**config.mk**
```make
export PLATFORM = sky130hd
export DESIGN_NAME = crct_fill
export DESIGN_NICKNAME = d
export VERILOG_FILES = /design/src/hw/rtl/crct_pkg.sv /design/src/hw/rtl/crct_fill.sv
export SDC_FILE = /design/constraint.sdc
export NUM_CORES = 1
export LEC_CHECK = 0
export ABC_AREA = 1
export BUFFER_PORTS_ARGS = -buffer_cell sky130_fd_sc_hd__buf_4
export CAP_MARGIN = 25
export CORE_UTILIZATION = 44
export DETAILED_ROUTE_END_ITERATION = 8
export PLACE_DENSITY = 0.76
export RECOVER_POWER = 100
export SYNTH_ARGS = -nofsm -noshare
export SYNTH_HDL_FRONTEND = slang
export SYNTH_SLANG_ARGS = --single-unit
```
**constraint.sdc**
```tcl
create_clock -name clk -period 1.8 [get_ports clk]
set_input_delay 0.36 -clock clk [delete_from_list [all_inputs] [get_ports clk]]
set_output_delay 0.36 -clock clk [all_outputs]
set_load 0.01 [all_outputs]
```
**src/hw/rtl/crct_pkg.sv**
```systemverilog
// ----------------------------------------------------------------------------
// crct_pkg
// Shared types, constants and the remainder generator for the CRC-32 block.
// ----------------------------------------------------------------------------
`default_nettype none

package crct_pkg;

  localparam int CRC_W         = 32;
  localparam int BYTE_W        = 8;
  localparam int TABLE_ENTRIES = 256;
  localparam int ADDR_W        = $clog2(TABLE_ENTRIES);
  localparam int FILL_CNT_W    = ADDR_W + 1;

  localparam logic [CRC_W-1:0] CRC_POLY = 32'hEDB88320;

  // One access to the remainder table.
  typedef struct packed {
    logic              en;
    logic              we;
    logic [ADDR_W-1:0] addr;
    logic [CRC_W-1:0]  wdata;
  } mem_req_t;

  // Reflected CRC-32 remainder of one byte value, eight shift steps.
  function automatic logic [CRC_W-1:0] crc_remainder(input logic [BYTE_W-1:0] v);
    logic [CRC_W-1:0] r;
    r = {{(CRC_W-BYTE_W){1'b0}}, v};
    for (int b = 0; b < BYTE_W; b++) begin
      if (r[0]) begin
        r = (r >> 1) ^ CRC_POLY;
      end else begin
        r = r >> 1;
      end
    end
    return r;
  endfunction

endpackage

`default_nettype wire

```
**src/hw/rtl/crct_fill.sv**
```systemverilog
// ----------------------------------------------------------------------------
// crct_fill
// Writes the remainder of every byte value into the table after reset.
// ----------------------------------------------------------------------------
`default_nettype none

module crct_fill
  import crct_pkg::*;
(
  input  wire logic clk,
  input  wire logic rst,
  output mem_req_t  req,
  output logic      table_ready
);

  logic [FILL_CNT_W-1:0] fill_cnt;

  assign table_ready = (fill_cnt == FILL_CNT_W'(TABLE_ENTRIES));

  always_ff @(posedge clk) begin
    if (rst) begin
      fill_cnt <= '0;
    end else if (!table_ready) begin
      fill_cnt <= fill_cnt + FILL_CNT_W'(1);
    end
  end

  always_comb begin
    req.en    = !table_ready;
    req.we    = 1'b1;
    req.addr  = fill_cnt[ADDR_W-1:0];
    req.wdata = crc_remainder(fill_cnt[ADDR_W-1:0]);
  end

endmodule

`default_nettype wire

```
==> impl_metrics.yaml <==
outcome:
  status: "complete, but fails checks"
  violations: "negative setup slack"
detailed_routing:
  top_layer_used: "met4"
  ant_nets: 0
  firstDrtPassIters: 4
  drtIter0Drc: 36
  drt-total-wl_um: 3680
  wl_per_cell_um: 13.9
  m1WireLength_um: 1450
  met2_wirelength_um: 1930
  viasPerCell: 5.01
  wl_met3_um: 242
  vias: 1328
  drc_errors: 0
setup_path:
  max_stage_delay_ns: 0.38
  worstPathCellList: "inv_4 -> ha_4 -> inv_4 -> nand2_4 -> nand2_4 -> nand2_2 -> nand2_2 -> xor2_1 -> buf_4"
  worst-path-buf-inv: 3
  critPathSlowestCell: "dfxtp_4"
  crit_path_max_fanout: 4
  required_ns: 1.44
  cp_data_arrival_time_ns: 1.73
  end_kind: "output pin"
  r2r_cells: 8
  start_kind: "flip-flop"
  path_class: "flip-flop to output pin"
  worst-path-stages: 9
  crit_family: "flip-flops"
die:
  die_y_um: 54.2
  num_io_pins: 45
  die_x_um: 54.2
  core_area_mm2: 0.00252
  rows: 18
  start_util_pct: 47.5
  die-area_mm2: 0.00293
global_routing:
  antenna_found_initial: 0
  grt_max_degree: 10
  grt_pass1_vias: 1079
  grt_pass1_wl_um: 4620
  track_usage_pct: 21.8
  gr-total-overflow: 0
synthesis:
  synth.distinct_cells: 21
  syn_nets: 190
  yosys_warnings: 0
  synth-seq-cells: 9
  synth_cells: 180
  syn-cell-area_mm2: 0.00120
  avgSynthCellArea_um2: 6.65
  seq_area_frac_synth_pct: 15.0
sta:
  fmax_mhz: 478
  rsz0062_at_grt: "true"
  setup_viol: 13
  hold_viol_final: 0
  final.setup.tns_ns: -1.66
  hold_ws_ns: 0.250
  timing.final.ws_setup_ns: -0.294
  period_minus_slack_ns: 2.09
  maxSlewViolCount: 0
  fin_skew_ns: 0.00430
  fin_crit_sh_pct: 116
hold_path:
  whs_path_depth: 2
  hp-class: "input pin to flip-flop"
finish:
  largest_reg_flops: 9
  antennaDiodeCount: 0
  fin_nets: 246
  top_register: "fill_cnt"
  final_area_mm2: 0.00195
  area_delta_synth_final_pct: 63.2
  final_cells: 265
  drive_gt1_share_pct: 55.3
  fillers: 160
  layout.cells.most_common_list: "buf_4 (61), nand2_1 (40), nand2_2 (13)"
  final_common_cell: "buf_4"
  largestRegisters: "fill_cnt x9"
cts:
  cts_inserted_buffers: 3
  clock-sinks: 9
  insertion_delay_ns: 0.27
  cts-root-buf: "clkbuf_4"
  cts_tree: "yes"
  cts_buffer_depth: 2
  htreeDepth: 1
  clk_pin_slew_worst_paths_ns: 0.07
flow_run:
  max_cap_viol_count: 0
place:
  io_buffer_count: 43
  gp_congestion: 0.847
  placed_area_mm2: 0.00153
  place_hpwl_um: 2210
  dp_cells: 246
power:
  peakVddDrop_uv: 466
  p_leak_nw: 1.00
  p_per_area_mw_per_mm2: 563
-- cell type report --
cell class	count	area, µm²	share of cell area [%]
clock buffer	4	26.3	1.34
inverter	21	90.1	4.61
multi-input combinational	129	1000	51.2
sequential	9	201	10.3
tap	30	37.5	1.92
timing repair buffer	72	599	30.7
-- kinds of logic (layout without fill, tap and decap cells) --
family / count (synthesis) / in the layout / synth area share (%)
flops: 9 / 9 / 15.0
fa+ha+maj: 8 / 8 / 8.36
buf+inv: 42 / 97 / 21.3
other cells: 1 / 1 / 0.313
xor+xnor: 23 / 23 / 19.3
simple gates: 84 / 84 / 30.2
compound gates: 13 / 13 / 5.43
-- synthesized netlist by cell type --
master / instances / area, µm²
a21oi_1: 9 / 45.0
buf_4: 15 / 113
buf_6: 5 / 56.3
clkbuf_1: 1 / 3.75
clkinv_2: 1 / 5.00
conb_1: 1 / 3.75
dfxtp_1: 9 / 180
ha_1: 8 / 100
inv_1: 16 / 60.1
inv_2: 3 / 11.3
inv_4: 1 / 6.26
nand2_1: 50 / 188
nand2_2: 9 / 56.3
nand3_1: 15 / 75.1
nand4_1: 2 / 12.5
nor2_1: 8 / 30.0
o21ai_0: 4 / 20.0
xnor2_1: 6 / 52.6
xnor2_2: 1 / 16.3
xor2_1: 13 / 114
xor2_2: 3 / 48.8
-- layer usage --
metal / vias to the layer above / track usage, %
li1: 645 / -
met1: 613 / 26.6
met2: 62 / 38.6
met3: 8 / 4.52
met4: 0 / 5.13
met5: - / 0
-- final timing paths --
check	from	endpoint	slack [ns]
setup / recovery	fill_cnt[1]$_SDFFE_PP0P_	req[17]	-0.29
setup reg to reg	fill_cnt[5]$_SDFFE_PP0P_	fill_cnt[0]$_SDFFE_PP0P_	0.26
hold / removal	rst	fill_cnt[8]$_SDFFE_PP0P_	0.25
hold reg to reg	fill_cnt[8]$_SDFFE_PP0P_	fill_cnt[8]$_SDFFE_PP0P_	0.50
-- repair_timing --
action | 4_1_cts | 5_1_grt
endpoints found under the setup margin | 21 | 23
gates resized for setup | 24 | 30
hold endpoints to repair | 0 | 0
buffers inserted | 5 | 10
hold buffers | 0 | 0
pin swaps | 6 | 12
-- report_power, final --
group          switching (mW)  internal (mW)  total (mW)  leakage [nW]
clock                  0.0836         0.0860       0.170        0.0150
sequential             0.0101          0.201       0.211        0.0776
combinational           0.340          0.378       0.719         0.910
-- stage by stage --
stage                     setup WS, ns  utilization (%)  power, mW
final                           -0.294             77.5       1.10
after floorplan                0.00152                -      0.542
after global routing            -0.349             77.5       1.17
after CTS                       -0.147             67.1      0.969
after detailed placement        0.0529             60.5      0.747
after global placement          0.0655             60.5      0.744
-- worst register-to-register path, stage by stage, from the launching register on --
cell and delay (ns):
dfxtp_4 0.39, inv_1 0.14, ha_4 0.14, nand2_1 0.05, nor2_1 0.12, nand2_2 0.12
buf_4 0.19, o21ai_0 0.20, a21oi_1 0.07
Power figures use the tool's default switching activity.
