## src/hw/rtl/crct_pkg.sv

```systemverilog
// ----------------------------------------------------------------------------
// crct_pkg
// Shared types, constants and the remainder generator for the CRC-32 block.
// ----------------------------------------------------------------------------
`default_nettype none

package crct_pkg;

  localparam int CRC_W         = 32;
  localparam int BYTE_W        = 8;
  localparam int TABLE_ENTRIES = 256;
  localparam int ADDR_W        = $clog2(TABLE_ENTRIES);
  localparam int FILL_CNT_W    = ADDR_W + 1;

  localparam logic [CRC_W-1:0] CRC_POLY = 32'hEDB88320;

  // One access to the remainder table.
  typedef struct packed {
    logic              en;
    logic              we;
    logic [ADDR_W-1:0] addr;
    logic [CRC_W-1:0]  wdata;
  } mem_req_t;

  // Reflected CRC-32 remainder of one byte value, eight shift steps.
  function automatic logic [CRC_W-1:0] crc_remainder(input logic [BYTE_W-1:0] v);
    logic [CRC_W-1:0] r;
    r = {{(CRC_W-BYTE_W){1'b0}}, v};
    for (int b = 0; b < BYTE_W; b++) begin
      if (r[0]) begin
        r = (r >> 1) ^ CRC_POLY;
      end else begin
        r = r >> 1;
      end
    end
    return r;
  endfunction

endpackage

`default_nettype wire

```

## src/hw/rtl/crct_fold.sv

```systemverilog
// ----------------------------------------------------------------------------
// crct_fold
// Byte fold engine, registered result: one lookup per cycle unless stalled.
// ----------------------------------------------------------------------------
`default_nettype none

module crct_fold
  import crct_pkg::*;
(
  input  wire logic              clk,
  input  wire logic              rst,
  input  wire logic              table_ready,
  input  wire logic [CRC_W-1:0]  seed,
  input  wire logic              in_valid,
  output logic                   in_ready,
  input  wire logic              func,
  input  wire logic [CRC_W-1:0]  data_word,
  input  wire logic              restart,
  output logic                   out_valid,
  input  wire logic              out_ready,
  output logic      [CRC_W-1:0]  crc_value,
  output mem_req_t               req,
  input  wire logic [CRC_W-1:0]  rdata
);

  localparam int HI_W = CRC_W - BYTE_W;

  logic              pend;         // a lookup result is present on rdata
  logic [1:0]        rem;          // bytes still to fold after that lookup
  logic [HI_W-1:0]   crc_hi;       // crc >> 8 of the lookup in flight
  logic [HI_W-1:0]   bytes_sh;     // remaining bytes, next one on top
  logic [CRC_W-1:0]  running_crc;

  logic [CRC_W-1:0]  cur;
  logic [CRC_W-1:0]  base;
  logic [BYTE_W-1:0] first_byte;
  logic              out_free;
  logic              done;
  logic              step;
  logic              accept;
  logic              complete;

  assign cur        = pend ? ({{BYTE_W{1'b0}}, crc_hi} ^ rdata) : running_crc;
  assign base       = restart ? seed : cur;
  assign first_byte = func ? data_word[CRC_W-1 -: BYTE_W] : data_word[BYTE_W-1:0];
  assign out_free   = !out_valid || out_ready;
  assign done       = pend && (rem == 2'd0);
  assign step       = pend && (rem != 2'd0);
  assign complete   = done && out_free;
  assign in_ready   = table_ready && (!pend || complete);
  assign accept     = in_valid && in_ready;

  always_comb begin
    req.we    = 1'b0;
    req.wdata = '0;
    req.en    = accept || step;
    if (accept) begin
      req.addr = base[BYTE_W-1:0] ^ first_byte;
    end else begin
      req.addr = cur[BYTE_W-1:0] ^ bytes_sh[HI_W-1 -: BYTE_W];
    end
  end

  always_ff @(posedge clk) begin
    if (rst) begin
      pend        <= 1'b0;
      out_valid   <= 1'b0;
      running_crc <= '0;
    end else begin
      if (accept) begin
        pend <= 1'b1;
      end else if (complete) begin
        pend <= 1'b0;
      end
      if (complete) begin
        running_crc <= cur;
        out_valid   <= 1'b1;
      end else if (out_ready) begin
        out_valid <= 1'b0;
      end
    end
  end

  always_ff @(posedge clk) begin
    if (accept) begin
      rem      <= func ? 2'd3 : 2'd0;
      crc_hi   <= base[CRC_W-1:BYTE_W];
      bytes_sh <= data_word[HI_W-1:0];
    end else if (step) begin
      rem      <= rem - 2'd1;
      crc_hi   <= cur[CRC_W-1:BYTE_W];
      bytes_sh <= {bytes_sh[HI_W-BYTE_W-1:0], {BYTE_W{1'b0}}};
    end
    if (complete) begin
      crc_value <= cur;
    end
  end

endmodule

`default_nettype wire

```

## config.mk

```make
export PLATFORM = sky130hd
export DESIGN_NAME = crct_fold
export DESIGN_NICKNAME = d
export VERILOG_FILES = /design/src/hw/rtl/crct_pkg.sv /design/src/hw/rtl/crct_fold.sv
export SDC_FILE = /design/constraint.sdc
export NUM_CORES = 1
export LEC_CHECK = 0
export BUFFER_PORTS_ARGS = -buffer_cell sky130_fd_sc_hd__buf_2
export CORE_MARGIN = 2
export CORE_UTILIZATION = 47
export DETAILED_ROUTE_END_ITERATION = 10
export PLACE_DENSITY_LB_ADDON = 0.2
export SETUP_SLACK_MARGIN = 0.05
export SYNTH_ARGS = -nofsm -noshare
export SYNTH_HDL_FRONTEND = slang
export SYNTH_SLANG_ARGS = --single-unit
```

## constraint.sdc

```tcl
create_clock -name clk -period 5.1 [get_ports clk]
set_clock_uncertainty 0.2 [all_clocks]
set_input_delay 0.51 -clock clk [delete_from_list [all_inputs] [get_ports clk]]
set_output_delay 0.51 -clock clk [all_outputs]
set_load 0.05 [all_outputs]
```

==> summary.txt <==
Clock network
  • Hold-fix buffers, CTS: 0
  • Post-CTS Resized: 0
  • Clk_lat worst skew: 400 ps
  • CTS tree: built
  • Num CTS Buffers: 17
  • Postcts setup bufs: 0
  • H-tree Lvls: 4
  • Root Driver: clkbuf_16
  • Clk pin slew, worst setup/hold paths: 50 ps
  • CTS Sinks: 116
  • Max Root-Sink Buffers: 2

Min path
  • Worst hold start: seed[29]
  • WHS Path Cells: 2
  • Hold path endpoint: crc_hi[21]
  • Hold Path Class: in -> reg

Synth
  • Mapped cell area: 5780 um^2
  • Top area cells in the synthesized netlist: edfxtp_1 43%, dfxtp_1 12%, mux2_2 9.4%
  • Post-Synthesis Cells: 440
  • Yosys reg bits: 116
  • Yosys cell types: 34
  • Syn avg cell area: 13.1 um^2
  • Cell taking the most area after synthesis: edfxtp_1
  • Async S/R FF share, synth: 0
  • Yosys top cell area share: 0.426
  • Post-synth EDFFs: 82
  • Top_reg_cell synth: edfxtp_1
  • Count leader, synth: edfxtp_1
  • Synth top cells by count: 82 x edfxtp_1, 48 x mux2_2, 48 x nor2_1
  • Sequential fraction of the synthesis area: 0.544
  • Synth warn: 0

Route
  • DRT Pass-1 Iters: 4
  • Routed vias: 3,723
  • Final WL: 12,000 um
  • Vias per Instance: 5.00
  • DR WL/cell: 16.2 um
  • Drt drc: 0
  • DRT iter0 DRCs: 153
  • Final ANT Viol Nets: 0

Placement
  • RD Place Congestion: 0.831
  • Pre-CTS setup slack: 1990 ps
  • Port Buf Inserts: 145
  • Detailed placement HPWL: 8300 um

STA
  • Worst Hold Margin: 209 ps
  • Max Slew Vio Count: 0
  • Unrepaired setup endpoints after global routing: no
  • Final worst-path setup slack: 1660 ps
  • # setup viols final: 0
  • Fmax: 290 MHz
  • Least-Margin Pin Slew: 973 ps
  • Slew margin rel.: 0.350
  • TNS Setup: 0 ps
  • Final Hold Viols: 0
  • Tcrit/Tclk final: 0.675
  • Tmin final: 3440 ps

Global routing
  • First-pass GRT wire length: 18,300 um
  • GRT Util Overall: 0.185
  • Vias in the first global route: 3,629
  • Pin count of the biggest net entering global routing: 66
  • Global route overflow: 0
  • Initial antenna violation count: 0

Setup path
  • Setup CP Type: reg -> out
  • Required @ worst endpoint: 4390 ps
  • Worst-path fanout max: 27
  • Crit Reg-Reg Endpoint: running_crc[18]
  • R2R Path Start: pend
  • Reg2Reg Setup Slack: 2020 ps
  • Startpoint Class: flip-flop
  • CP Capture Type: primary output
  • Worst r2r path cells: 6
  • Critical Path AT: 2730 ps

Floorplan
  • Initial core utilization: 0.481
  • Die height: 115 um
  • Die width: 115 um
  • Die area: 13,200 um^2
  • Ports: 179
  • Number of cell rows: 40
  • Core Box Area: 12,000 um^2

Final layout
  • # diodes: 0
  • Syn-to-layout area delta: 20.5%
  • Nets: 688
  • Core Util, Final: 0.579
  • Layout cells sized above 1: 0.415

Power and ir drop
  • VDD IR-drop max: 0.169 mV
  • Overall Power: 0.00258 W
  • Pwr/cell area: 370 nW/um^2
  • Pleak: 2.87 nW

Status
  • Status: finished, final reports clean

Job
  • Max Cap Violations: 0
## metrics by stage
step / cell area (um^2) / cells
floorplan: 5900 / 472
global placement: 6420 / 712
finish: 6960 / 744
global route: 6960 / 744
CTS: 6960 / 744
detailed placement: 6420 / 712
## report_power, final
part	total (W)	switching, W	internal, W
logic	0.000411	0.000270	0.000141
clock network	0.00108	0.000402	0.000674
registers	0.00109	0.0000167	0.00107
total	0.00258	0.000689	0.00189
## worst max-delay path, stage by stage (launching register included)
cell and delay, ps:
edfxtp_1 390, inv_1 70, ha_1 230, a21o_2 290
nand2_2 460, o21ai_4 490, buf_2 390
## metal layers
layer | GRT usage | routed length [um] | vias to the layer above
li1 | - | - | 1814
met1 | 0.219 | 5010 | 1783
met2 | 0.314 | 6120 | 108
met3 | 0.0511 | 661 | 18
met4 | 0.0859 | 260 | 0
met5 | 0 | 0 | -
## sequential cells by signal (all words and copies together) (netlist names)
register / count
running_crc: 32
pend: 1
out_valid: 1
crc_hi: 24
crc_value: 32
rem: 2
bytes_sh: 24
## how the worst max path moves through the flow
stage              start  slack (ps)  depth (start not counted)  endpoint
2_1_floorplan     rem[0]         920                          3   req[41]
3_3_place_gp   out_ready        2040                          6   req[41]
3_5_place_dp   out_ready        1990                          6   req[41]
4_1_cts           rem[0]        1630                          6   req[41]
5_1_grt           rem[0]        1450                          6   req[41]
6_report          rem[0]        1660                          6   req[41]
## layout make-up
| cell class | instances | area, um^2 |
|---|---|---|
| Fill cell | 1016 | 5050 |
| Sequential cell | 116 | 3140 |
| Multi-Input combinational cell | 296 | 2320 |
| Timing Repair Buffer | 149 | 756 |
| Clock buffer | 21 | 450 |
| Tap cell | 147 | 184 |
| Clock inverter | 11 | 87.6 |
| Inverter | 4 | 15.0 |
## cell families (layout without fill, tap and decap cells)
family	after synthesis	count (layout)	synth area share
buf+inv	60	185	0.0778
xor+xnor	40	40	0.0607
compound gates	46	46	0.0652
flops	116	116	0.544
mux	96	96	0.183
simple gates	80	80	0.0659
other cells	1	33	0.000649
fa+ha+maj	1	1	0.00217
## cell usage in the layout (no fill, tap or decap), types with 16 or more instances in the layout
cell type / n
clkbuf_16: 17
xnor2_1: 32
mux2_2: 48
buf_2: 145
edfxtp_1: 82
conb_1: 33
nor2_1: 48
a21oi_1: 20
dfxtp_1: 33
nor2b_1: 16
mux2i_1: 40
Power figures use the tool's default switching activity.
